$ cat src/rtl/apd_pkg.sv
`timescale 1ns / 1ps

package apd_pkg;

    localparam int MAX_LENGTH_DEF = 64;
    localparam int Q_DEPTH        = 2;

    localparam logic [1:0] OP_START = 2'd0;
    localparam logic [1:0] OP_BYTE  = 2'd1;
    localparam logic [1:0] OP_TICK  = 2'd2;

    localparam logic [1:0] ST_OK      = 2'd0;
    localparam logic [1:0] ST_TIMEOUT = 2'd1;
    localparam logic [1:0] ST_BAD     = 2'd2;

    localparam logic KIND_PAYLOAD = 1'b0;
    localparam logic KIND_DONE    = 1'b1;

    localparam logic [7:0] SYNC_HI   = 8'hef;
    localparam logic [7:0] SYNC_LO   = 8'h01;
    localparam logic [7:0] ACK_ID    = 8'h07;
    localparam logic [15:0] MIN_LEN  = 16'd3;

    typedef struct packed {
        logic [1:0]  opcode;
        logic [7:0]  rx_byte;
        logic [15:0] time_budget;
        logic [5:0]  payload_limit;
    } t_in;

    typedef struct packed {
        logic        kind;
        logic [7:0]  payload_byte;
        logic [1:0]  status;
        logic [7:0]  confirm_code;
        logic [5:0]  payload_count;
        logic        last;
    } t_out;

    // one completion job handed from parser to emitter
    typedef struct packed {
        logic        success;
        logic [1:0]  status;
        logic [7:0]  confirm;
        logic [5:0]  count;
    } t_job;

endpackage

$ cat src/rtl/apd_queue.sv
`timescale 1ns / 1ps

module apd_queue (
    input  logic          i_clk,
    input  logic          i_rst_n,
    input  logic          i_push,
    input  apd_pkg::t_job i_job,
    input  logic          i_pop,
    output apd_pkg::t_job o_job,
    output logic          o_full,
    output logic          o_empty
);

    localparam int QAW = (apd_pkg::Q_DEPTH > 1) ? $clog2(apd_pkg::Q_DEPTH) : 1;
    localparam int CW  = $clog2(apd_pkg::Q_DEPTH + 1);

    apd_pkg::t_job r_mem [apd_pkg::Q_DEPTH];
    logic [QAW-1:0] r_wp, n_wp, r_rp, n_rp;
    logic [CW-1:0]  r_cnt, n_cnt;

    assign o_full  = (r_cnt == CW'(apd_pkg::Q_DEPTH));
    assign o_empty = (r_cnt == '0);
    assign o_job   = r_mem[r_rp];

    function automatic logic [QAW-1:0] bump(input logic [QAW-1:0] p);
        logic [QAW-1:0] q;
        q = (p == QAW'(apd_pkg::Q_DEPTH - 1)) ? '0 : p + 1'b1;
        return q;
    endfunction

    always_comb begin
        n_wp  = r_wp;
        n_rp  = r_rp;
        n_cnt = r_cnt;
        if (i_push) begin
            n_wp = bump(r_wp);
        end
        if (i_pop) begin
            n_rp = bump(r_rp);
        end
        if (i_push && !i_pop) begin
            n_cnt = r_cnt + 1'b1;
        end else if (!i_push && i_pop) begin
            n_cnt = r_cnt - 1'b1;
        end
    end

    always_ff @(posedge i_clk) begin
        if (!i_rst_n) begin
            r_wp  <= '0;
            r_rp  <= '0;
            r_cnt <= '0;
        end else begin
            r_wp  <= n_wp;
            r_rp  <= n_rp;
            r_cnt <= n_cnt;
        end
    end

    always_ff @(posedge i_clk) begin
        if (i_push) begin
            r_mem[r_wp] <= i_job;
        end
    end

`ifndef ASSERT_OFF
    a_cnt_bound: assert property (@(posedge i_clk) disable iff (!i_rst_n)
        r_cnt <= CW'(apd_pkg::Q_DEPTH))
        else $error("queue count beyond depth");
    a_no_underflow: assert property (@(posedge i_clk) disable iff (!i_rst_n)
        i_pop |-> !o_empty)
        else $error("pop from empty queue");
    a_no_overflow: assert property (@(posedge i_clk) disable iff (!i_rst_n)
        i_push |-> !o_full)
        else $error("push into full queue");
`endif

endmodule

$ cat src/rtl/apd_front.sv
`timescale 1ns / 1ps

module apd_front #(
    parameter int MAX_LENGTH = apd_pkg::MAX_LENGTH_DEF
) (
    input  logic                          i_clk,
    input  logic                          i_rst_n,
    input  logic                          i_valid,
    output logic                          o_ready,
    input  apd_pkg::t_in                  i_data,
    input  logic                          i_q_full,
    output logic                          o_push,
    output apd_pkg::t_job                 o_job,
    output logic                          o_wr_en,
    output logic [$clog2(MAX_LENGTH)-1:0] o_wr_addr,
    output logic [7:0]                    o_wr_data,
    input  logic                          i_done
);

    localparam int AW    = $clog2(MAX_LENGTH);
    localparam int POS_W = (AW < 3) ? 3 : AW;

    localparam logic [1:0] H_IDLE = 2'd0;
    localparam logic [1:0] H_SEEN = 2'd1;
    localparam logic [1:0] H_HDR  = 2'd2;
    localparam logic [1:0] H_BODY = 2'd3;

    localparam logic [POS_W-1:0] P_ID     = POS_W'(4);
    localparam logic [POS_W-1:0] P_LEN_HI = POS_W'(5);
    localparam logic [POS_W-1:0] P_LEN_LO = POS_W'(6);

    logic             r_active, n_active;
    logic [1:0]       r_phase, n_phase;
    logic [POS_W-1:0] r_pos, n_pos;
    logic [7:0]       r_id, n_id;
    logic [7:0]       r_len_hi, n_len_hi;
    logic [POS_W-1:0] r_data_len, n_data_len;
    logic [15:0]      r_sum, n_sum;
    logic [7:0]       r_chk_hi, n_chk_hi;
    logic [15:0]      r_time, n_time;
    logic [5:0]       r_limit, n_limit;
    logic [7:0]       r_confirm, n_confirm;
    logic             r_lock, n_lock;

    logic             accept;
    logic [7:0]       b;
    logic [15:0]      len16;
    logic [POS_W-1:0] bl_m1;
    logic [5:0]       copy;

    assign o_ready = !i_q_full && !r_lock;
    assign accept  = i_valid && o_ready;
    assign b       = i_data.rx_byte;
    assign len16   = {r_len_hi, b};
    assign bl_m1   = r_data_len - 1'b1;
    assign copy    = (16'(bl_m1) > 16'(r_limit)) ? r_limit : 6'(bl_m1);

    assign o_wr_addr = r_pos[AW-1:0];
    assign o_wr_data = b;

    always_comb begin
        n_active   = r_active;
        n_phase    = r_phase;
        n_pos      = r_pos;
        n_id       = r_id;
        n_len_hi   = r_len_hi;
        n_data_len = r_data_len;
        n_sum      = r_sum;
        n_chk_hi   = r_chk_hi;
        n_time     = r_time;
        n_limit    = r_limit;
        n_confirm  = r_confirm;
        n_lock     = r_lock && !i_done;
        o_push     = 1'b0;
        o_job      = '0;
        o_wr_en    = 1'b0;
        if (accept) begin
            unique case (i_data.opcode)
                apd_pkg::OP_START: begin
                    n_active = 1'b1;
                    n_phase  = H_IDLE;
                    n_pos    = '0;
                    n_id     = '0;
                    n_len_hi = '0;
                    n_sum    = '0;
                    n_chk_hi = '0;
                    n_time   = i_data.time_budget;
                    n_limit  = i_data.payload_limit;
                    if (i_data.time_budget == '0) begin
                        n_active     = 1'b0;
                        o_push       = 1'b1;
                        o_job.status = apd_pkg::ST_TIMEOUT;
                    end
                end
                apd_pkg::OP_BYTE: begin
                    if (r_active) begin
                        unique case (r_phase)
                            H_IDLE: begin
                                n_phase = (b == apd_pkg::SYNC_HI) ? H_SEEN : H_IDLE;
                            end
                            H_SEEN: begin
                                if (b == apd_pkg::SYNC_LO) begin
                                    n_phase = H_HDR;
                                    n_pos   = '0;
                                end else begin
                                    n_phase = (b == apd_pkg::SYNC_HI) ? H_SEEN : H_IDLE;
                                end
                            end
                            H_HDR: begin
                                n_pos = r_pos + 1'b1;
                                if (r_pos == P_ID) begin
                                    n_id = b;
                                end else if (r_pos == P_LEN_HI) begin
                                    n_len_hi = b;
                                end else if (r_pos == P_LEN_LO) begin
                                    if (r_id != apd_pkg::ACK_ID || len16 < apd_pkg::MIN_LEN
                                            || len16 > 16'(MAX_LENGTH)) begin
                                        n_active     = 1'b0;
                                        n_phase      = H_IDLE;
                                        o_push       = 1'b1;
                                        o_job.status = apd_pkg::ST_BAD;
                                    end else begin
                                        n_sum      = 16'(r_id) + 16'(r_len_hi) + 16'(b);
                                        n_data_len = POS_W'(len16 - 16'd2);
                                        n_phase    = H_BODY;
                                        n_pos      = '0;
                                    end
                                end
                            end
                            H_BODY: begin
                                if (r_pos < r_data_len) begin
                                    o_wr_en = 1'b1;
                                    n_sum   = r_sum + 16'(b);
                                    n_pos   = r_pos + 1'b1;
                                    if (r_pos == '0) begin
                                        n_confirm = b;
                                    end
                                end else if (r_pos == r_data_len) begin
                                    n_chk_hi = b;
                                    n_pos    = r_pos + 1'b1;
                                end else begin
                                    n_active = 1'b0;
                                    n_phase  = H_IDLE;
                                    o_push   = 1'b1;
                                    if ({r_chk_hi, b} != r_sum) begin
                                        o_job.status = apd_pkg::ST_BAD;
                                    end else begin
                                        o_job.success = 1'b1;
                                        o_job.status  = apd_pkg::ST_OK;
                                        o_job.confirm = r_confirm;
                                        o_job.count   = copy;
                                        n_lock        = 1'b1;
                                    end
                                end
                            end
                            default: ;
                        endcase
                    end
                end
                apd_pkg::OP_TICK: begin
                    if (r_active) begin
                        n_time = (r_time != '0) ? r_time - 1'b1 : '0;
                        if (n_time == '0) begin
                            n_active     = 1'b0;
                            n_phase      = H_IDLE;
                            o_push       = 1'b1;
                            o_job.status = apd_pkg::ST_TIMEOUT;
                        end
                    end
                end
                default: ;
            endcase
        end
    end

    always_ff @(posedge i_clk) begin
        if (!i_rst_n) begin
            r_active   <= 1'b0;
            r_phase    <= H_IDLE;
            r_pos      <= '0;
            r_id       <= '0;
            r_len_hi   <= '0;
            r_data_len <= '0;
            r_sum      <= '0;
            r_chk_hi   <= '0;
            r_time     <= '0;
            r_limit    <= '0;
            r_lock     <= 1'b0;
        end else begin
            r_active   <= n_active;
            r_phase    <= n_phase;
            r_pos      <= n_pos;
            r_id       <= n_id;
            r_len_hi   <= n_len_hi;
            r_data_len <= n_data_len;
            r_sum      <= n_sum;
            r_chk_hi   <= n_chk_hi;
            r_time     <= n_time;
            r_limit    <= n_limit;
            r_lock     <= n_lock;
        end
    end

    always_ff @(posedge i_clk) begin
        r_confirm <= n_confirm;
    end

`ifndef ASSERT_OFF
    a_push_room: assert property (@(posedge i_clk) disable iff (!i_rst_n)
        o_push |-> !i_q_full)
        else $error("job pushed into full queue");
    a_no_write_locked: assert property (@(posedge i_clk) disable iff (!i_rst_n)
        o_wr_en |-> !r_lock)
        else $error("body written while burst drains");
    a_done_when_locked: assert property (@(posedge i_clk) disable iff (!i_rst_n)
        i_done |-> r_lock)
        else $error("burst done without pending burst");
`endif

endmodule

$ cat src/rtl/apd_back.sv
`timescale 1ns / 1ps

module apd_back #(
    parameter int MAX_LENGTH = apd_pkg::MAX_LENGTH_DEF
) (
    input  logic                          i_clk,
    input  logic                          i_rst_n,
    input  logic                          i_empty,
    input  apd_pkg::t_job                 i_job,
    output logic                          o_pop,
    input  logic                          i_wr_en,
    input  logic [$clog2(MAX_LENGTH)-1:0] i_wr_addr,
    input  logic [7:0]                    i_wr_data,
    output logic                          o_valid,
    input  logic                          i_ready,
    output apd_pkg::t_out                 o_data,
    output logic                          o_done
);

    localparam int AW = $clog2(MAX_LENGTH);

    localparam logic [1:0] S_IDLE = 2'd0;
    localparam logic [1:0] S_PAY  = 2'd1;
    localparam logic [1:0] S_CMP  = 2'd2;

    logic [7:0]    r_mem [MAX_LENGTH];
    logic [7:0]    r_rd_data;
    logic [1:0]    r_state, n_state;
    apd_pkg::t_job r_job;
    logic [5:0]    r_idx, n_idx;
    logic          rd_en;
    logic [AW-1:0] rd_addr;
    logic [6:0]    nxt_idx;
    logic          beat;

    assign beat    = o_valid && i_ready;
    assign nxt_idx = 7'(r_idx) + 7'd1;

    always_comb begin
        n_state = r_state;
        n_idx   = r_idx;
        o_pop   = 1'b0;
        rd_en   = 1'b0;
        rd_addr = AW'(nxt_idx);
        unique case (r_state)
            S_IDLE: begin
                if (!i_empty) begin
                    o_pop = 1'b1;
                    if (i_job.success && i_job.count != '0) begin
                        rd_en   = 1'b1;
                        rd_addr = AW'(1);
                        n_idx   = 6'd1;
                        n_state = S_PAY;
                    end else begin
                        n_state = S_CMP;
                    end
                end
            end
            S_PAY: begin
                if (beat) begin
                    if (r_idx == r_job.count) begin
                        n_state = S_CMP;
                    end else begin
                        rd_en = 1'b1;
                        n_idx = 6'(nxt_idx);
                    end
                end
            end
            S_CMP: begin
                if (beat) begin
                    n_state = S_IDLE;
                end
            end
            default: n_state = S_IDLE;
        endcase
    end

    assign o_valid = (r_state == S_PAY) || (r_state == S_CMP);
    assign o_done  = (r_state == S_CMP) && beat && r_job.success;

    always_comb begin
        o_data = '0;
        if (r_state == S_CMP) begin
            o_data.kind          = apd_pkg::KIND_DONE;
            o_data.status        = r_job.status;
            o_data.confirm_code  = r_job.confirm;
            o_data.payload_count = r_job.count;
            o_data.last          = 1'b1;
        end else begin
            o_data.kind         = apd_pkg::KIND_PAYLOAD;
            o_data.payload_byte = r_rd_data;
        end
    end

    always_ff @(posedge i_clk) begin
        if (!i_rst_n) begin
            r_state <= S_IDLE;
        end else begin
            r_state <= n_state;
        end
    end

    always_ff @(posedge i_clk) begin
        r_idx <= n_idx;
        if (o_pop) begin
            r_job <= i_job;
        end
    end

    always_ff @(posedge i_clk) begin
        if (i_wr_en) begin
            r_mem[i_wr_addr] <= i_wr_data;
        end
        if (rd_en) begin
            r_rd_data <= r_mem[rd_addr];
        end
    end

`ifndef ASSERT_OFF
    a_idx_bound: assert property (@(posedge i_clk) disable iff (!i_rst_n)
        (r_state == S_PAY) |-> (r_idx != '0 && r_idx <= r_job.count))
        else $error("payload index outside burst");
    a_pay_success: assert property (@(posedge i_clk) disable iff (!i_rst_n)
        (r_state == S_PAY) |-> r_job.success)
        else $error("payload beat for failed packet");
    a_no_write_in_burst: assert property (@(posedge i_clk) disable iff (!i_rst_n)
        (r_state == S_PAY) |-> !i_wr_en)
        else $error("body store written during burst");
`endif

endmodule

$ cat src/rtl/ack_packet_deframer.sv
`timescale 1ns / 1ps

// Acknowledgement packet deframer. Each input beat (start, received byte or
// millisecond tick) is taken by the parser, which keeps the header, running
// checksum and timeout and writes body bytes into a MAX_LENGTH-entry body
// memory. Completions pass through a two-entry job queue to the emitter. A
// good packet drains its payload from the body memory at one beat per cycle
// while the receiver is ready, then its completion beat; the first beat
// shows in the cycle after the job leaves the queue. From the accepted
// checksum byte of a good packet until its completion beat is taken, input
// is held off. Error and timeout completions queue without holding off
// input unless the job queue is full.
module ack_packet_deframer #(
    parameter int MAX_LENGTH = apd_pkg::MAX_LENGTH_DEF
) (
    input  logic          i_clk,
    input  logic          i_rst_n,
    input  logic          i_valid,
    output logic          o_ready,
    input  apd_pkg::t_in  i_data,
    output logic          o_valid,
    input  logic          i_ready,
    output apd_pkg::t_out o_data
);

    localparam int AW = $clog2(MAX_LENGTH);

    logic          q_full;
    logic          q_empty;
    logic          push;
    logic          pop;
    apd_pkg::t_job job_in;
    apd_pkg::t_job job_out;
    logic          wr_en;
    logic [AW-1:0] wr_addr;
    logic [7:0]    wr_data;
    logic          done;

    apd_front #(
        .MAX_LENGTH (MAX_LENGTH)
    ) u_front (
        .i_clk     (i_clk),
        .i_rst_n   (i_rst_n),
        .i_valid   (i_valid),
        .o_ready   (o_ready),
        .i_data    (i_data),
        .i_q_full  (q_full),
        .o_push    (push),
        .o_job     (job_in),
        .o_wr_en   (wr_en),
        .o_wr_addr (wr_addr),
        .o_wr_data (wr_data),
        .i_done    (done)
    );

    apd_queue u_queue (
        .i_clk   (i_clk),
        .i_rst_n (i_rst_n),
        .i_push  (push),
        .i_job   (job_in),
        .i_pop   (pop),
        .o_job   (job_out),
        .o_full  (q_full),
        .o_empty (q_empty)
    );

    apd_back #(
        .MAX_LENGTH (MAX_LENGTH)
    ) u_back (
        .i_clk     (i_clk),
        .i_rst_n   (i_rst_n),
        .i_empty   (q_empty),
        .i_job     (job_out),
        .o_pop     (pop),
        .i_wr_en   (wr_en),
        .i_wr_addr (wr_addr),
        .i_wr_data (wr_data),
        .o_valid   (o_valid),
        .i_ready   (i_ready),
        .o_data    (o_data),
        .o_done    (done)
    );

endmodule

$ cat config.mk
export PLATFORM = sky130hd
export DESIGN_NAME = ack_packet_deframer
export DESIGN_NICKNAME = d
export VERILOG_FILES = /design/src/rtl/apd_pkg.sv /design/src/rtl/apd_queue.sv /design/src/rtl/apd_front.sv /design/src/rtl/apd_back.sv /design/src/rtl/ack_packet_deframer.sv
export SDC_FILE = /design/constraint.sdc
export NUM_CORES = 1
export LEC_CHECK = 0
export ABC_AREA = 1
export BUFFER_PORTS_ARGS = -buffer_cell sky130_fd_sc_hd__buf_2
export CELL_PAD_IN_SITES_DETAIL_PLACEMENT = 1
export CELL_PAD_IN_SITES_GLOBAL_PLACEMENT = 1
export CORE_MARGIN = 3
export CORE_UTILIZATION = 54
export DETAILED_ROUTE_END_ITERATION = 7
export GPL_ROUTABILITY_DRIVEN = 0
export PLACE_DENSITY_LB_ADDON = 0.12
export REMOVE_ABC_BUFFERS = 1
export SLEW_MARGIN = 20
export SYNTH_ARGS = -nofsm -noshare
export SYNTH_HDL_FRONTEND = slang
export SYNTH_SLANG_ARGS = --single-unit
export TNS_END_PERCENT = 50
$ cat constraint.sdc
create_clock -name i_clk -period 7.9 [get_ports i_clk]
set_input_delay 0.79 -clock i_clk [delete_from_list [all_inputs] [get_ports i_clk]]
set_output_delay 0.79 -clock i_clk [all_outputs]
set_load 0.1 [all_outputs]
==> impl_metrics.py, run 1 <==
metrics = {
    "worst_setup_path": {
        "path_class": "flip-flop to flip-flop",
        "crit_path_max_fanout": 80,
        "crit_path_end_kind": "flip-flop",
        "arrival_ns": 5.40,
        "crit_path_start_kind": "flip-flop",
        "required_ns": 8.36,
    },
    "timing": {
        "holdWs_ns": 0.4754,
        "finalCritPeriodShare": 0.6261,
        "finalSetupViolCount": 0,
        "tightestPinTransition_ns": 1.072,
        "final.min_clock_period_ns": 4.946,
        "slew_headroom": 0.2835,
        "hold_viol_final": 0,
        "max_freq_mhz": 202.2,
        "clock-skew-final_ns": 0.01630,
        "rsz0062_at_grt": "false",
        "slew_violations": 0,
    },
    "floorplan": {
        "die_area_mm2": 0.06223,
        "die_w_um": 249.5,
        "ios": 64,
        "start_util": 0.5505,
        "die_h_um": 249.5,
        "std_cell_rows": 88,
        "core_area_mm2": 0.05814,
    },
    "finish": {
        "area_growth_pct": 9.473,
        "final_cells": 4085,
        "drive_above_1_share": 0.06725,
        "layout.nets": 3349,
        "utilization": 0.6027,
        "n_fill_cell": 6334,
    },
    "yosys": {
        "synth.most_common_cell": "nand3_1",
        "synth_ff_type": "edfxtp_1",
        "synthCells": 3267,
        "yosysSeqAreaShare": 0.6021,
        "synthArstFlopShare": 0,
        "synthTopCellsByArea": "edfxtp_1, nand3_1, nand2_1",
        "syn-mean-instance-area_um2": 9.796,
        "netlist_top_cells_count": "nand3_1, edfxtp_1, nand2_1",
        "yosysTopAreaCellShare": 0.5489,
        "synth_edf_count": 585,
        "synth.distinct_cells": 43,
        "ys_seq_elements": 670,
        "ys_warn_count": 0,
        "yosysTopAreaCell": "edfxtp_1",
        "synth_area_mm2": 0.03200,
    },
    "routing": {
        "route.detailed.drc": 0,
        "vias": 24507,
        "initialDrtViolationCount": 2304,
        "via_per_inst": 5.999,
        "drtPass1Iterations": 5,
        "antenna_left": 0,
        "wl_mm": 98.39,
        "wl_per_cell_um": 24.09,
    },
    "power": {
        "power_density_mw_per_mm2": 344.7,
        "vdd_drop_max_mv": 0.3549,
        "p_leak_uw": 0.01403,
    },
    "placement": {
        "dp.cells": 3949,
        "hpwlAfterDp_mm": 60.82,
        "portBuffers": 63,
    },
    "worst_hold_path": {
        "hold_path.class": "input pin to flip-flop",
    },
    "grt": {
        "grt_pass1_vias": 25736,
        "antenna_found_initial": 4,
        "grt_max_degree": 262,
        "overflow": 0,
        "grtUsageTotal": 0.3129,
        "grt_pass1_wl_mm": 150.7,
    },
    "clocking": {
        "clock_tree.buffer_depth": 3,
        "ctsResizeCount": 0,
        "numCtsBuffers": 73,
        "clk_latency_ns": 0.60,
        "post-cts-setup-buffers": 0,
        "clk_pin_slew_ns": 0.06,
        "postCtsHoldBufs": 0,
        "cts.sinks": 670,
        "htreeDepth": 3,
        "tritoncts": "yes",
        "root_buffer": "clkbuf_16",
    },
    "job": {
        "maxCapViolCount": 0,
    },
    "outcome": {
        "status": "complete, no violations",
    },
}
-- kinds of logic after synthesis --
logic type	Yosys count	synth area share
and+or+nand+nor	1680	0.2500
DFF	670	0.6021
buffers and inverters	635	0.08186
AOI/OAI and AO/OA	199	0.03476
adders and majority gates	53	0.02307
xor gates and xnor gates	28	0.007662
muxes	2	0.0006255
-- per-layer routing --
metal	up-vias	GRT usage	routed length, um
li1	11068	-	-
met1	12227	0.3981	39320
met2	977	0.5376	48940
met3	235	0.04366	6439
met4	0	0.1356	3695
met5	-	0	0
-- power by group --
part | leakage, uW | total (uW) | switching, uW | internal (uW)
logic | 0.00692 | 4590 | 3430 | 1160
registers | 0.00596 | 4120 | 103 | 4010
clock network | 0.00115 | 3370 | 1400 | 1970
total | 0.0140 | 12100 | 4930 | 7140
-- layout by cell type, fill, tap and decap left out, drive strengths merged, types with 73 or more instances in the layout --
cell      n
dfxtp    85
nand3b  192
nand2   588
nand3   628
clkbuf   95
nor2    208
o21ai    77
buf      91
inv     461
a21oi    73
edfxtp  585
-- per-stage QoR --
step | setup slack (ns) | instance area [um2] | TNS, ns | power [uW]
2_1_floorplan | -3.600 | 31120 | -28.62 | 7213
3_3_place_gp | 2.835 | 32660 | 0 | 8429
3_5_place_dp | 2.555 | 32660 | 0 | 8653
6_report | 2.954 | 35040 | 0 | 12080
4_1_cts | 3.010 | 35000 | 0 | 12050
5_1_grt | 2.583 | 35030 | 0 | 12630
-- cell type report --
type | instances | area (um2) | area share
sequential | 670 | 19270 | 0.5500
multi-input combinational | 1962 | 10140 | 0.2894
clock buffer | 95 | 2024 | 0.05778
inverter | 462 | 1739 | 0.04964
tap | 765 | 957.2 | 0.02732
timing repair buffer | 91 | 583.1 | 0.01664
clock inverter | 36 | 312.8 | 0.008928
antenna | 4 | 10.01 | 0.0002857
-- critical path, cell delays in order (launching register included) --
cell and delay, ns:
dfxtp_1 0.78, inv_4 0.22, nand2_1 0.12, nand2_1 0.10, nor2_2 0.15, nand3_2 0.12
nand3_4 0.36, nand2_4 0.47, inv_4 0.61, buf_4 0.84, nand3_1 0.25, nand3_1 0.14
nand3_1 0.13, nand3_1 0.16, nand3_1 0.14, nand2_1 0.11
-- flip-flops by register name, summed over array words and instances (netlist names), 8 cells and up, named ones only --
signal and count:
u_back.r_mem 512, u_queue.r_mem 34, u_back.r_job 17, u_front.r_sum 16, u_front.r_time 16, u_back.r_rd_data 8
u_front.r_chk_hi 8, u_front.r_confirm 8, u_front.r_id 8, u_front.r_len_hi 8
-- path summary, 6_finish.rpt --
kind / startpoint / endpoint / slack [ns] / cells after the start
worst min register to register: u_front.r_chk_hi[6]$_SDFFE_PN0P_ / u_front.r_chk_hi[6]$_SDFFE_PN0P_ / 0.48 / 2
worst max-delay path: flip-flop / u_back.r_rd_data[7]$_DFFE_PP_ / 2.95 / 15
worst max register to register: flip-flop / u_back.r_rd_data[7]$_DFFE_PP_ / 2.95 / 15
worst min-delay path: i_data[18] / u_front.r_time[12]$_SDFFE_PN0P_ / 0.48 / 3
(Power assumes the default switching activity.)
==> run 2: changes to the inputs <==
- CORE_UTILIZATION: 54 -> 45
- clock period: 7.9 -> 4.48 ns (I/O delays scaled with it)
==> impl_metrics.py, run 2 (synthesized netlist as in run 1, its figures left out) <==
metrics = {
    "clocking": {
        "postCtsHoldBufs": 0,
        "tritoncts": "yes",
        "ctsResizeCount": 0,
        "htreeDepth": 3,
        "cts.sinks": 670,
        "clk_latency_ns": 0.62,
        "post-cts-setup-buffers": 0,
        "clk_pin_slew_ns": 0.06,
        "clock_tree.buffer_depth": 3,
        "numCtsBuffers": 76,
        "root_buffer": "clkbuf_16",
    },
    "grt": {
        "overflow": 0,
        "antenna_found_initial": 5,
        "grt_pass1_wl_mm": 151.4,
        "grt_max_degree": 189,
        "grtUsageTotal": 0.2646,
        "grt_pass1_vias": 25343,
    },
    "job": {
        "maxCapViolCount": 0,
    },
    "finish": {
        "final_cells": 4290,
        "drive_above_1_share": 0.07761,
        "top_register": "u_back.r_mem",
        "layout_commonest_cell": "nand3_1",
        "area_growth_pct": 11.30,
        "layout.nets": 3381,
        "largest_register_ffs": 512,
        "diodes": 0,
        "layout_common_cells": "nand3_1, edfxtp_1, nand2_1",
        "top_regs": "u_back.r_mem x512, u_queue.r_mem x34, u_back.r_job x17",
    },
    "routing": {
        "wl_mm": 98.13,
        "via_per_inst": 5.590,
        "vias": 23982,
        "antenna_left": 0,
        "route.detailed.drc": 0,
        "wl_per_cell_um": 22.87,
        "initialDrtViolationCount": 2072,
        "drtPass1Iterations": 6,
    },
    "worst_hold_path": {
        "hp-start": "i_data[0]",
        "hold_path.class": "input pin to flip-flop",
    },
    "floorplan": {
        "die_area_mm2": 0.07436,
        "start_util": 0.4554,
        "die_w_um": 272.7,
        "std_cell_rows": 97,
        "ios": 64,
        "core_area_mm2": 0.07027,
        "die_h_um": 272.7,
    },
    "timing": {
        "clock-skew-final_ns": 0.02257,
        "slew_violations": 0,
        "max_freq_mhz": 261.0,
        "hold_viol_final": 0,
        "rsz0062_at_grt": "false",
        "finalCritPeriodShare": 0.8551,
        "tightestPinTransition_ns": 1.142,
        "final.min_clock_period_ns": 3.831,
        "slew_headroom": 0.2389,
        "finalSetupViolCount": 0,
    },
    "worst_setup_path": {
        "crit_path_end_kind": "flip-flop",
        "reg2reg_slack_ns": 0.65,
        "required_ns": 4.97,
        "path_cells": "inv_4 > nand2_2 > nand2_2 > nor2_1 > nand3_2 > nand3_4 > buf_12 > nand2_4 > buf_12 > nand2_1 > nand3_1 > nand3_1 > nand3_1 > nand3_1 > nand3_1 > nand2_1",
        "path_class": "flip-flop to flip-flop",
        "crit_path_start_kind": "flip-flop",
        "crit_path_max_fanout": 188,
        "endpoint": "u_back.r_rd_data[0]$_DFFE_PP_",
        "arrival_ns": 4.32,
        "critPathMaxStageDelay_ns": 0.52,
        "cp_common_cell": "nand3_1",
        "crit_slowest_cell": "dfxtp_1",
        "reg2reg_depth": 16,
        "reg2reg_to": "u_back.r_rd_data[0]$_DFFE_PP_",
    },
    "power": {
        "vdd_drop_max_mv": 0.5641,
        "p_leak_uw": 0.01423,
        "p_total_uw": 21770,
        "power_density_mw_per_mm2": 611.2,
    },
    "placement": {
        "hpwlAfterDp_mm": 62.61,
        "portBuffers": 63,
        "dp.cells": 4154,
    },
    "outcome": {
        "status": "complete, no violations",
    },
}
[run 2: cell count changes in the layout (fill, tap and decap cells not counted), sizes merged]
cell and change:
clkinvlp +3, buf +29, inv +1, clkbuf -1, clkinv +1, bufinv +1
diode -4
[run 2: cell type report]
cell class | instances | area, um2
fillers | 7784 | 34650
flip-flops and latches | 670 | 19270
multi-input cells | 1962 | 10150
clock buffers | 94 | 2064
inverters | 462 | 1739
well taps | 940 | 1176
repair buffers | 120 | 838.3
clock inverters | 42 | 387.9
[run 2: stage by stage]
step / util / TNS [ns] / worst slack (ns) / instance area [um2] / hold WS (ns)
3_3_place_gp: 0.4720 / 0 / 0.7555 / 33170 / 0.4407
5_1_grt: 0.5069 / 0 / 0.3837 / 35620 / 0.1153
2_1_floorplan: - / -82.51 / -7.020 / 31120 / 0.4255
6_report: 0.5069 / 0 / 0.6493 / 35620 / 0.1180
3_5_place_dp: 0.4720 / 0 / 0.6417 / 33170 / 0.4521
4_1_cts: 0.5069 / 0 / 0.6284 / 35620 / 0.08334
[run 2: critical path, delay by kind of cell, from the launching register on]
| family | cells | cell delay (ns) |
|---|---|---|
| flip-flops | 1 | 0.52 |
| buffers and inverters | 3 | 0.89 |
| AND/OR/NAND/NOR | 13 | 1.88 |
[run 2: how the worst min path moves through the flow]
stage,end,slack (ns),cells past startpoint
2_1_floorplan,flip-flop,0.43,1
3_5_place_dp,u_queue.r_rp$_SDFFE_PN0P_,0.45,1
3_3_place_gp,u_queue.r_rp$_SDFFE_PN0P_,0.44,1
5_1_grt,u_front.r_limit[0]$_SDFFE_PN0P_,0.12,3
6_report,u_front.r_limit[0]$_SDFFE_PN0P_,0.12,3
4_1_cts,u_front.r_limit[0]$_SDFFE_PN0P_,0.08,3
[run 2: power by group]
part           switching, uW  internal, uW  total (uW)
clock network           2560          3620        6190
logic                   6190          2160        8350
registers                157          7070        7230
total                   8910         12900       21800
[run 2: routing by layer]
layer  vias to the layer above  global-route usage  routed length [um]
met2                       647              0.4488               47780
met1                     12038              0.3397               40970
li1                      11121                   -                   -
met5                         -                   0                  15
met3                       174             0.04794                5970
met4                         2             0.09616                3390
